**config.mk**
```make
export PLATFORM = sky130hd
export DESIGN_NAME = touch_swipe_direction_queue
export DESIGN_NICKNAME = d
export VERILOG_FILES = /design/src/tsdq_pkg.sv /design/src/touch_swipe_direction_queue.sv /design/src/tsdq_ram.sv
export SDC_FILE = /design/constraint.sdc
export NUM_CORES = 1
export LEC_CHECK = 0
export ABC_AREA = 1
export BUFFER_PORTS_ARGS = -buffer_cell sky130_fd_sc_hd__buf_2
export CORE_MARGIN = 1
export CORE_UTILIZATION = 57
export DETAILED_ROUTE_END_ITERATION = 12
export GPL_TIMING_DRIVEN = 1
export PLACE_DENSITY = 0.75
export SYNTH_ARGS = -nofsm -noshare
export SYNTH_HDL_FRONTEND = slang
export SYNTH_SLANG_ARGS = --single-unit
```
**constraint.sdc**
```tcl
create_clock -name clk -period 8.6 [get_ports clk]
set_input_delay 0.86 -clock clk [delete_from_list [all_inputs] [get_ports clk]]
set_output_delay 0.86 -clock clk [all_outputs]
set_load 0.05 [all_outputs]
```
**src/tsdq_pkg.sv**
```systemverilog
// ----------------------------------------------------------------------------
// tsdq_pkg
// shared types, codes and helpers for the touch swipe direction queue
// ----------------------------------------------------------------------------
package tsdq_pkg;

    localparam int QUEUE_DEPTH = 8;
    localparam int PTR_W       = $clog2(QUEUE_DEPTH);
    localparam int CNT_W       = PTR_W + 1;
    localparam int FILL_W      = 3;
    localparam int FILLX_W     = (CNT_W > FILL_W) ? CNT_W : FILL_W;

    localparam int COORD_W     = 16;
    localparam int MAG_W       = COORD_W + 1;
    localparam int ZONE_W      = 15;
    localparam int OP_W        = 3;
    localparam int ACT_W       = 3;
    localparam int IDX_W       = 3;

    localparam int IN_TDATA_W  = 40;
    localparam int OUT_TDATA_W = 8;

    typedef logic [PTR_W-1:0]          ptr_t;
    typedef logic signed [COORD_W-1:0] coord_t;
    typedef logic [MAG_W-1:0]          mag_t;
    typedef logic [ZONE_W-1:0]         zone_t;
    typedef logic [OP_W-1:0]           op_t;
    typedef logic [ACT_W-1:0]          act_t;
    typedef logic [IDX_W-1:0]          idx_t;
    typedef logic [FILL_W-1:0]         fill_t;

    // opcodes
    localparam op_t OP_DOWN  = 3'd0;
    localparam op_t OP_MOVE  = 3'd1;
    localparam op_t OP_UP    = 3'd2;
    localparam op_t OP_POP   = 3'd3;
    localparam op_t OP_CLEAR = 3'd4;

    // actions
    localparam act_t ACT_NONE  = 3'd0;
    localparam act_t ACT_UP    = 3'd1;
    localparam act_t ACT_DOWN  = 3'd2;
    localparam act_t ACT_LEFT  = 3'd3;
    localparam act_t ACT_RIGHT = 3'd4;

    // configuration register indexes
    localparam idx_t REG_PAD_CENTER_X    = 3'd0;
    localparam idx_t REG_PAD_CENTER_Y    = 3'd1;
    localparam idx_t REG_PAD_HALF_SIZE   = 3'd2;
    localparam idx_t REG_DEAD_ZONE       = 3'd3;
    localparam idx_t REG_SWIPE_THRESHOLD = 3'd4;

    localparam zone_t DEAD_ZONE_RESET       = 15'd20;
    localparam zone_t SWIPE_THRESHOLD_RESET = 15'd30;

    // magnitude of a signed coordinate, -32768 gives 32768
    function automatic mag_t mag17(input coord_t v);
        mag_t ext;
        ext = {v[COORD_W-1], v};
        return v[COORD_W-1] ? mag_t'(-ext) : ext;
    endfunction

    // dominant-axis direction of an offset
    function automatic act_t dominant_dir(input coord_t dx, input coord_t dy);
        mag_t mx;
        mag_t my;
        mx = mag17(dx);
        my = mag17(dy);
        if (mx > my)
            return (!dx[COORD_W-1] && (dx != '0)) ? ACT_RIGHT : ACT_LEFT;
        return (!dy[COORD_W-1] && (dy != '0)) ? ACT_DOWN : ACT_UP;
    endfunction

    function automatic ptr_t ptr_next(input ptr_t p);
        return (p == ptr_t'(QUEUE_DEPTH - 1)) ? '0 : ptr_t'(p + 1'b1);
    endfunction

endpackage

```
**src/touch_swipe_direction_queue.sv**
```systemverilog
// ----------------------------------------------------------------------------
// touch_swipe_direction_queue
// four-direction touch gesture detector feeding a small action queue
// ----------------------------------------------------------------------------
// Each input transaction carries a touch down, move or up event, a pop or a
// clear, and gives exactly one output transaction with the popped action (zero
// unless a pop finds an entry) and the queue fill after the item. One item is
// accepted per clock unless the read stage is stalled: the gesture compare,
// pointer update and ring write all settle in the accept cycle, the ring read
// for a pop returns in the next cycle from the synchronous ram, and a
// two-register output path (read stage plus output register) keeps the input
// open while one result waits at the output. The queue holds at most seven
// directions; a push into a full queue drops the oldest entry. Configuration
// writes are always accepted and must only be issued while the block is idle.
// ----------------------------------------------------------------------------
module touch_swipe_direction_queue (
    input  logic                                clk,
    input  logic                                rst_n,
    // input stream: opcode [2:0], pos_x [18:3], pos_y [34:19], zero fill [39:35]
    input  logic                                s_tvalid,
    output logic                                s_tready,
    input  logic [tsdq_pkg::IN_TDATA_W-1:0]     s_tdata,
    // output stream: action [2:0], queue_fill [5:3], zero fill [7:6]
    output logic                                m_tvalid,
    input  logic                                m_tready,
    output logic [tsdq_pkg::OUT_TDATA_W-1:0]    m_tdata,
    // configuration write channel
    input  logic                                cfg_valid,
    output logic                                cfg_ready,
    input  logic [tsdq_pkg::IDX_W-1:0]          cfg_index,
    input  logic [tsdq_pkg::COORD_W-1:0]        cfg_data
);

    import tsdq_pkg::*;

    // configuration registers
    coord_t pad_cx_reg;
    coord_t pad_cy_reg;
    coord_t half_reg;
    zone_t  dead_reg;
    zone_t  thr_reg;

    // queue pointers and touch state
    ptr_t   rp_reg, rp_next;
    ptr_t   wp_reg, wp_next;
    logic   active_reg, active_next;
    logic   in_pad_reg, in_pad_next;
    coord_t start_x_reg, start_x_next;
    coord_t start_y_reg, start_y_next;

    // read stage (waits for ram data) and output register
    logic   p_valid_reg, p_valid_next;
    logic   p_hit_reg, p_hit_next;
    fill_t  p_fill_reg, p_fill_next;
    logic   m_valid_reg, m_valid_next;
    act_t   m_action_reg, m_action_next;
    fill_t  m_fill_reg, m_fill_next;

    // input field decode
    op_t    op;
    coord_t pos_x;
    coord_t pos_y;

    logic   in_acc;
    logic   out_free;
    logic   p_adv;

    // gesture datapath
    logic   enabled;
    coord_t ref_x;
    coord_t ref_y;
    coord_t dx;
    coord_t dy;
    mag_t   mag_x;
    mag_t   mag_y;
    mag_t   half_mag;
    logic   in_zone;
    logic   outside_dead;
    logic   over_thr;
    act_t   dir;

    // queue write / read
    logic   push;
    logic   pop_hit;
    act_t   ram_rdata;
    ptr_t   wp_inc;
    ptr_t   rp_after;
    logic [FILLX_W-1:0] fill_wide;

    assign op    = s_tdata[2:0];
    assign pos_x = s_tdata[18:3];
    assign pos_y = s_tdata[34:19];

    // the read stage only advances when the output register is free
    assign out_free = !m_valid_reg || m_tready;
    assign p_adv    = p_valid_reg && out_free;
    assign s_tready = !p_valid_reg || out_free;
    assign in_acc   = s_tvalid && s_tready;

    assign cfg_ready = 1'b1;

    // configuration writes
    always_ff @(posedge clk or negedge rst_n)
    begin
        if (!rst_n)
        begin
            pad_cx_reg <= '0;
            pad_cy_reg <= '0;
            half_reg   <= '0;
            dead_reg   <= DEAD_ZONE_RESET;
            thr_reg    <= SWIPE_THRESHOLD_RESET;
        end
        else if (cfg_valid && cfg_ready)
        begin
            unique case (cfg_index)
                REG_PAD_CENTER_X:    pad_cx_reg <= cfg_data;
                REG_PAD_CENTER_Y:    pad_cy_reg <= cfg_data;
                REG_PAD_HALF_SIZE:   half_reg   <= cfg_data;
                REG_DEAD_ZONE:       dead_reg   <= cfg_data[ZONE_W-1:0];
                REG_SWIPE_THRESHOLD: thr_reg    <= cfg_data[ZONE_W-1:0];
                default:             ;
            endcase
        end
    end

    // gestures need a positive pad half size
    assign enabled  = !half_reg[COORD_W-1] && (half_reg != '0);
    assign half_mag = {1'b0, half_reg};

    // one shared subtractor pair: release compares against the touch-down
    // point, down and move against the pad centre
    assign ref_x = (op == OP_UP) ? start_x_reg : pad_cx_reg;
    assign ref_y = (op == OP_UP) ? start_y_reg : pad_cy_reg;
    assign dx    = coord_t'(pos_x - ref_x);
    assign dy    = coord_t'(pos_y - ref_y);
    assign mag_x = mag17(dx);
    assign mag_y = mag17(dy);

    assign in_zone      = enabled && (mag_x <= half_mag) && (mag_y <= half_mag);
    assign outside_dead = !((mag_x < {2'b00, dead_reg}) && (mag_y < {2'b00, dead_reg}));
    assign over_thr     = (mag_x > {2'b00, thr_reg}) || (mag_y > {2'b00, thr_reg});
    assign dir          = dominant_dir(dx, dy);

    assign wp_inc = ptr_next(wp_reg);

    // per-item state update
    always_comb
    begin
        active_next  = active_reg;
        in_pad_next  = in_pad_reg;
        start_x_next = start_x_reg;
        start_y_next = start_y_reg;
        push         = 1'b0;
        pop_hit      = 1'b0;
        rp_after     = rp_reg;
        rp_next      = rp_reg;
        wp_next      = wp_reg;

        if (in_acc)
        begin
            unique case (op)
                OP_DOWN:
                begin
                    start_x_next = pos_x;
                    start_y_next = pos_y;
                    active_next  = 1'b1;
                    in_pad_next  = in_zone;
                    push         = in_zone && outside_dead;
                end
                OP_MOVE:
                begin
                    push = active_reg && in_pad_reg && enabled && outside_dead;
                end
                OP_UP:
                begin
                    if (active_reg)
                    begin
                        active_next = 1'b0;
                        in_pad_next = 1'b0;
                        // flag as captured at touch-down decides swipe vs pad
                        push        = !in_pad_reg && enabled && over_thr;
                    end
                end
                OP_POP:
                begin
                    if (rp_reg != wp_reg)
                    begin
                        pop_hit  = 1'b1;
                        rp_after = ptr_next(rp_reg);
                    end
                end
                OP_CLEAR:
                begin
                    rp_after    = '0;
                    active_next = 1'b0;
                    in_pad_next = 1'b0;
                end
                default: ;
            endcase

            rp_next = rp_after;
            if (op == OP_CLEAR)
            begin
                wp_next = '0;
            end
            if (push)
            begin
                // full queue drops its oldest entry
                if (wp_inc == rp_reg)
                begin
                    rp_next = ptr_next(rp_reg);
                end
                wp_next = wp_inc;
            end
        end
    end

    // fill after this item, reported modulo eight
    always_comb
    begin
        if (wp_next >= rp_next)
        begin
            fill_wide = FILLX_W'(wp_next) - FILLX_W'(rp_next);
        end
        else
        begin
            fill_wide = FILLX_W'(wp_next) + FILLX_W'(QUEUE_DEPTH) - FILLX_W'(rp_next);
        end
    end

    // action ring: written on push, read at the read pointer on a pop
    tsdq_ram #(
        .WIDTH (ACT_W),
        .DEPTH (QUEUE_DEPTH)
    ) u_ring (
        .clk   (clk),
        .we    (push),
        .waddr (wp_reg),
        .wdata (dir),
        .re    (pop_hit),
        .raddr (rp_reg),
        .rdata (ram_rdata)
    );

    // pipeline control
    always_comb
    begin
        p_valid_next  = p_valid_reg;
        p_hit_next    = p_hit_reg;
        p_fill_next   = p_fill_reg;
        m_valid_next  = m_valid_reg;
        m_action_next = m_action_reg;
        m_fill_next   = m_fill_reg;

        if (m_tready)
        begin
            m_valid_next = 1'b0;
        end
        if (p_adv)
        begin
            m_valid_next  = 1'b1;
            m_action_next = p_hit_reg ? ram_rdata : ACT_NONE;
            m_fill_next   = p_fill_reg;
            p_valid_next  = 1'b0;
        end
        if (in_acc)
        begin
            p_valid_next = 1'b1;
            p_hit_next   = pop_hit;
            p_fill_next  = fill_wide[FILL_W-1:0];
        end
    end

    always_ff @(posedge clk or negedge rst_n)
    begin
        if (!rst_n)
        begin
            rp_reg      <= '0;
            wp_reg      <= '0;
            active_reg  <= 1'b0;
            in_pad_reg  <= 1'b0;
            start_x_reg <= '0;
            start_y_reg <= '0;
            p_valid_reg <= 1'b0;
            m_valid_reg <= 1'b0;
        end
        else
        begin
            rp_reg      <= rp_next;
            wp_reg      <= wp_next;
            active_reg  <= active_next;
            in_pad_reg  <= in_pad_next;
            start_x_reg <= start_x_next;
            start_y_reg <= start_y_next;
            p_valid_reg <= p_valid_next;
            m_valid_reg <= m_valid_next;
        end
    end

    // payload registers
    always_ff @(posedge clk)
    begin
        p_hit_reg    <= p_hit_next;
        p_fill_reg   <= p_fill_next;
        m_action_reg <= m_action_next;
        m_fill_reg   <= m_fill_next;
    end

    assign m_tvalid = m_valid_reg;
    assign m_tdata  = {2'b00, m_fill_reg, m_action_reg};

    // clear empties the queue and ends the touch
    a_clear: assert property (@(posedge clk) disable iff (!rst_n)
        (in_acc && op == OP_CLEAR) |=> (rp_reg == '0 && wp_reg == '0 && !active_reg))
        else $error("clear did not reset queue and touch state");

    // a pop that finds an entry moves the read pointer
    a_pop_adv: assert property (@(posedge clk) disable iff (!rst_n)
        (in_acc && op == OP_POP && rp_reg != wp_reg) |=> (rp_reg != $past(rp_reg)))
        else $error("pop hit without read pointer advance");

    // a stalled read stage keeps its transaction
    a_stall_hold: assert property (@(posedge clk) disable iff (!rst_n)
        (p_valid_reg && !out_free) |=> (p_valid_reg && $stable(p_fill_reg)
            && $stable(p_hit_reg)))
        else $error("read stage lost a transaction under stall");

    // the in-pad flag is only set while a touch is active
    a_pad_flag: assert property (@(posedge clk) disable iff (!rst_n)
        in_pad_reg |-> active_reg)
        else $error("in-pad flag set without active touch");

endmodule

```
**src/tsdq_ram.sv**
```systemverilog
// ----------------------------------------------------------------------------
// tsdq_ram
// generic single-write, single-read ram with registered read data
// ----------------------------------------------------------------------------
module tsdq_ram #(
    parameter int WIDTH = 8,
    parameter int DEPTH = 8
) (
    input  logic                     clk,
    input  logic                     we,
    input  logic [$clog2(DEPTH)-1:0] waddr,
    input  logic [WIDTH-1:0]         wdata,
    input  logic                     re,
    input  logic [$clog2(DEPTH)-1:0] raddr,
    output logic [WIDTH-1:0]         rdata
);

    logic [WIDTH-1:0] mem [DEPTH];

    always_ff @(posedge clk)
    begin
        if (we)
        begin
            mem[waddr] <= wdata;
        end
        if (re)
        begin
            rdata <= mem[raddr];
        end
    end

endmodule
```
==> insert_results.sql <==
INSERT INTO impl_metrics (metric_group, metric, value, unit) VALUES
('outcome', 'status', 'finished clean', ''),
('power', 'totalPowerFinal', '0.004266', 'W'),
('critical_path', 'r2r-start', 'pad_cx_reg[0]$_DFFE_PN0P_', ''),
('placed_design', 'worst_slack_after_detailed_placement', '1.232', 'ns'),
('critical_path', 'timing.critical_path.to_type', 'flop', ''),
('routing', 'drc', '0', ''),
('yosys', 'ffs_w_async_s_r_synth', '76.43', '%'),
('yosys', 'synth.area.mux_share', '0.2803', '%'),
('critical_path', 'worst_path_dominant_cell_family', 'simple AND/OR/NAND/NOR gates', ''),
('timing', 'timing.final.crit_period', '7.006', 'ns'),
('yosys', 'synth_area_in_simple_gates', '25.39', '%'),
('yosys', 'synth_enable_flop_cells', '37', ''),
('critical_path', 'timing.critical_path.arrival', '7.21', 'ns'),
('power', 'internal_power', '0.002248', 'W'),
('grt', 'use_met2', '51.56', '%'),
('clocking', 'cts_root_buffer', 'clkbuf_16', ''),
('power', 'powerDensity', '323.0', 'nW/µm²'),
('yosys', 'synth_top_family_by_area', 'simple AND/OR/NAND/NOR gates', ''),
('clocking', 'cts.repair_timing.setup_buffer_count', '0', ''),
('floorplan', 'die-height', '147.4', 'µm'),
('power', 'power_switching', '0.002018', 'W'),
('timing', 'worst_pin_slew', '1.133', 'ns'),
('placed_design', 'placedInstanceArea', '12610', 'µm²'),
('clocking', 'tritoncts', 'built', ''),
('grt', 'first_global_vias', '10510', ''),
('critical_path', 'reg2reg_setup_slack', '2.35', 'ns'),
('floorplan', 'x_dimension_of_the_die', '147.4', 'µm'),
('timing', 'grt_setup_unrepaired', 'false', ''),
('min_path', 'worst_hold_path.num_cells', '0', ''),
('routing', 'drt_pass1_iterations', '6', ''),
('timing', 'post-route-worst-setup-slack', '1.594', 'ns'),
('yosys', 'syn-cell-area', '12050', 'µm²'),
('timing', 'final.setup.tns', '0', 'ns'),
('timing', 'finalMaxSlewViolations', '0', ''),
('yosys', 'synth_ff_type', 'dfrtp_1', ''),
('routing', 'drt.antenna.violating_nets', '0', ''),
('critical_path', 'timing.critical_path.buf_inv', '9', ''),
('clocking', 'cts_max_level', '4', ''),
('finish', 'layout-area-overhead-vs-synth', '9.584', '%'),
('grt', 'antenna_found_initial', '0', ''),
('routing', 'drt-total-wl', '31330', 'µm'),
('floorplan', 'initial_utilization', '58.80', '%'),
('finish', 'fillerInstances', '1808', ''),
('finish', 'diodes', '0', ''),
('timing', 'final.hold.worst_slack', '0.4309', 'ns'),
('clocking', 'cts-buffers-inserted', '17', ''),
('routing', 'viasPerCell', '5.481', ''),
('min_path', 'min_path_type', 'flop to flop', ''),
('power', 'seq_pwr_share', '24.6', '%'),
('finish', 'registers.top_by_ff_count', 'u_ring.mem', ''),
('critical_path', 'crit_type', 'input port to flop', ''),
('grt', 'grt_util_all_layers', '30.20', '%'),
('floorplan', 'die-area', '21730', 'µm²'),
('run', 'drv_cap', '0', ''),
('grt', 'globalRoute.busiestLayer', 'met2', ''),
('power', 'pwr-share-comb', '57.2', '%'),
('critical_path', 'critical_path.max_fanout', '39', ''),
('min_path', 'hp-start', 'p_fill_reg[1]$_DFFE_PP_', ''),
('min_path', 'whs_endpoint', 'm_fill_reg[1]$_DFFE_PP_', ''),
('grt', 'met3_usage', '3.981', '%'),
('placed_design', 'dpl.hpwl', '23940', 'µm'),
('timing', 'setup-violations-final', '0', ''),
('clocking', 'path_clk_slew', '0.07', 'ns'),
('timing', 'fin_skew', '0.01354', 'ns'),
('finish', 'finalInstanceArea', '13210', 'µm²'),
('placed_design', 'place_congestion', '0.9102', ''),
('yosys', 'compound_cell_area_share_of_the_yosys_netlist', '12.78', '%'),
('power', 'netSwitchingFraction', '47.30', '%'),
('yosys', 'synthesis.area_per_instance', '7.466', 'µm²'),
('yosys', 'post_synth_most_frequent_cells', 'nand2_1 (405), inv_1 (246), o21ai_0 (149)', ''),
('floorplan', 'core_area', '20490', 'µm²');
[worst max path at each step]
stage	startpoint	endpoint	slack [ns]	depth (start not counted)
after CTS	s_tdata[1]	p_fill_reg[2]$_DFFE_PP_	1.64	43
after detailed placement	s_tdata[1]	p_fill_reg[2]$_DFFE_PP_	1.23	43
final	s_tdata[1]	p_fill_reg[2]$_DFFE_PP_	1.59	42
after floorplan	s_tdata[1]	p_fill_reg[2]$_DFFE_PP_	2.17	43
after global placement	s_tdata[0]	p_fill_reg[2]$_DFFE_PP_	1.30	42
after global routing	s_tdata[0]	p_fill_reg[2]$_DFFE_PP_	1.07	41
[per-stage QoR]
step                util (%)  instances
floorplan                  -       1617
global placement       61.55       1921
detailed placement     61.55       1921
CTS                    64.43       1953
global route           64.43       1953
finish                 64.43       1953
[cells by family after synthesis]
| kind of cell | count (synthesis) |
|---|---|
| compound gates | 287 |
| buf+inv | 290 |
| flops | 157 |
| mux | 3 |
| xor+xnor | 33 |
| other cells | 2 |
| simple gates | 693 |
| fa+ha+maj | 149 |
[final cells by class]
| class | count | share of cell area, % |
|---|---|---|
| Clock inverter | 14 | 1.222 |
| Tap cell | 270 | 2.558 |
| Multi-Input combinational cell | 1170 | 51.76 |
| Sequential cell | 157 | 31.21 |
| Timing Repair Buffer | 71 | 2.805 |
| Inverter | 253 | 7.192 |
| Clock buffer | 18 | 3.250 |
[routing by layer]
| layer | wire length, µm | up-vias |
|---|---|---|
| met4 | 879 | 0 |
| met3 | 1715 | 62 |
| met1 | 14050 | 4971 |
| li1 | - | 5365 |
| met5 | 0 | - |
| met2 | 14680 | 306 |
[worst reg2reg max path, delay by kind of cell, from the launching register on]
kind	cells	cell delay, ns
xor+xnor	1	0.43
simple gates	20	2.15
buf+inv	5	0.32
mux	1	0.29
flops	1	0.38
fa+ha+maj	5	1.57
compound gates	5	0.88
[power groups by stage]
stage / sequential [W] / clock (W) / combinational (W)
5_1_grt: 0.00107 / 0.000805 / 0.00278
3_3_place_gp: 0.00105 / 0 / 0.00229
6_report: 0.00105 / 0.000776 / 0.00244
4_1_cts: 0.00105 / 0.000779 / 0.00240
3_5_place_dp: 0.00106 / 0 / 0.00238
2_1_floorplan: 0.00103 / 0 / 0.00179
[layout by cell type, fill, tap and decap left out, types with 6 or more instances in the layout]
cell type and count:
nor2_1 125, xnor2_1 6, nand3_2 10, a21oi_1 96, clkbuf_16 17, nor4_1 6
edfxtp_1 37, o21ai_0 149, o211ai_1 6, nand2_2 17, nor3_1 23, nand2_1 405
a211oi_1 7, buf_2 65, ha_1 146, nand3b_1 12, nand3_1 48, dfstp_2 6
inv_1 246, nand4_1 21, xor2_1 26, buf_4 6, dfrtp_1 114
Note: power is estimated with default switching activity, not from simulation.
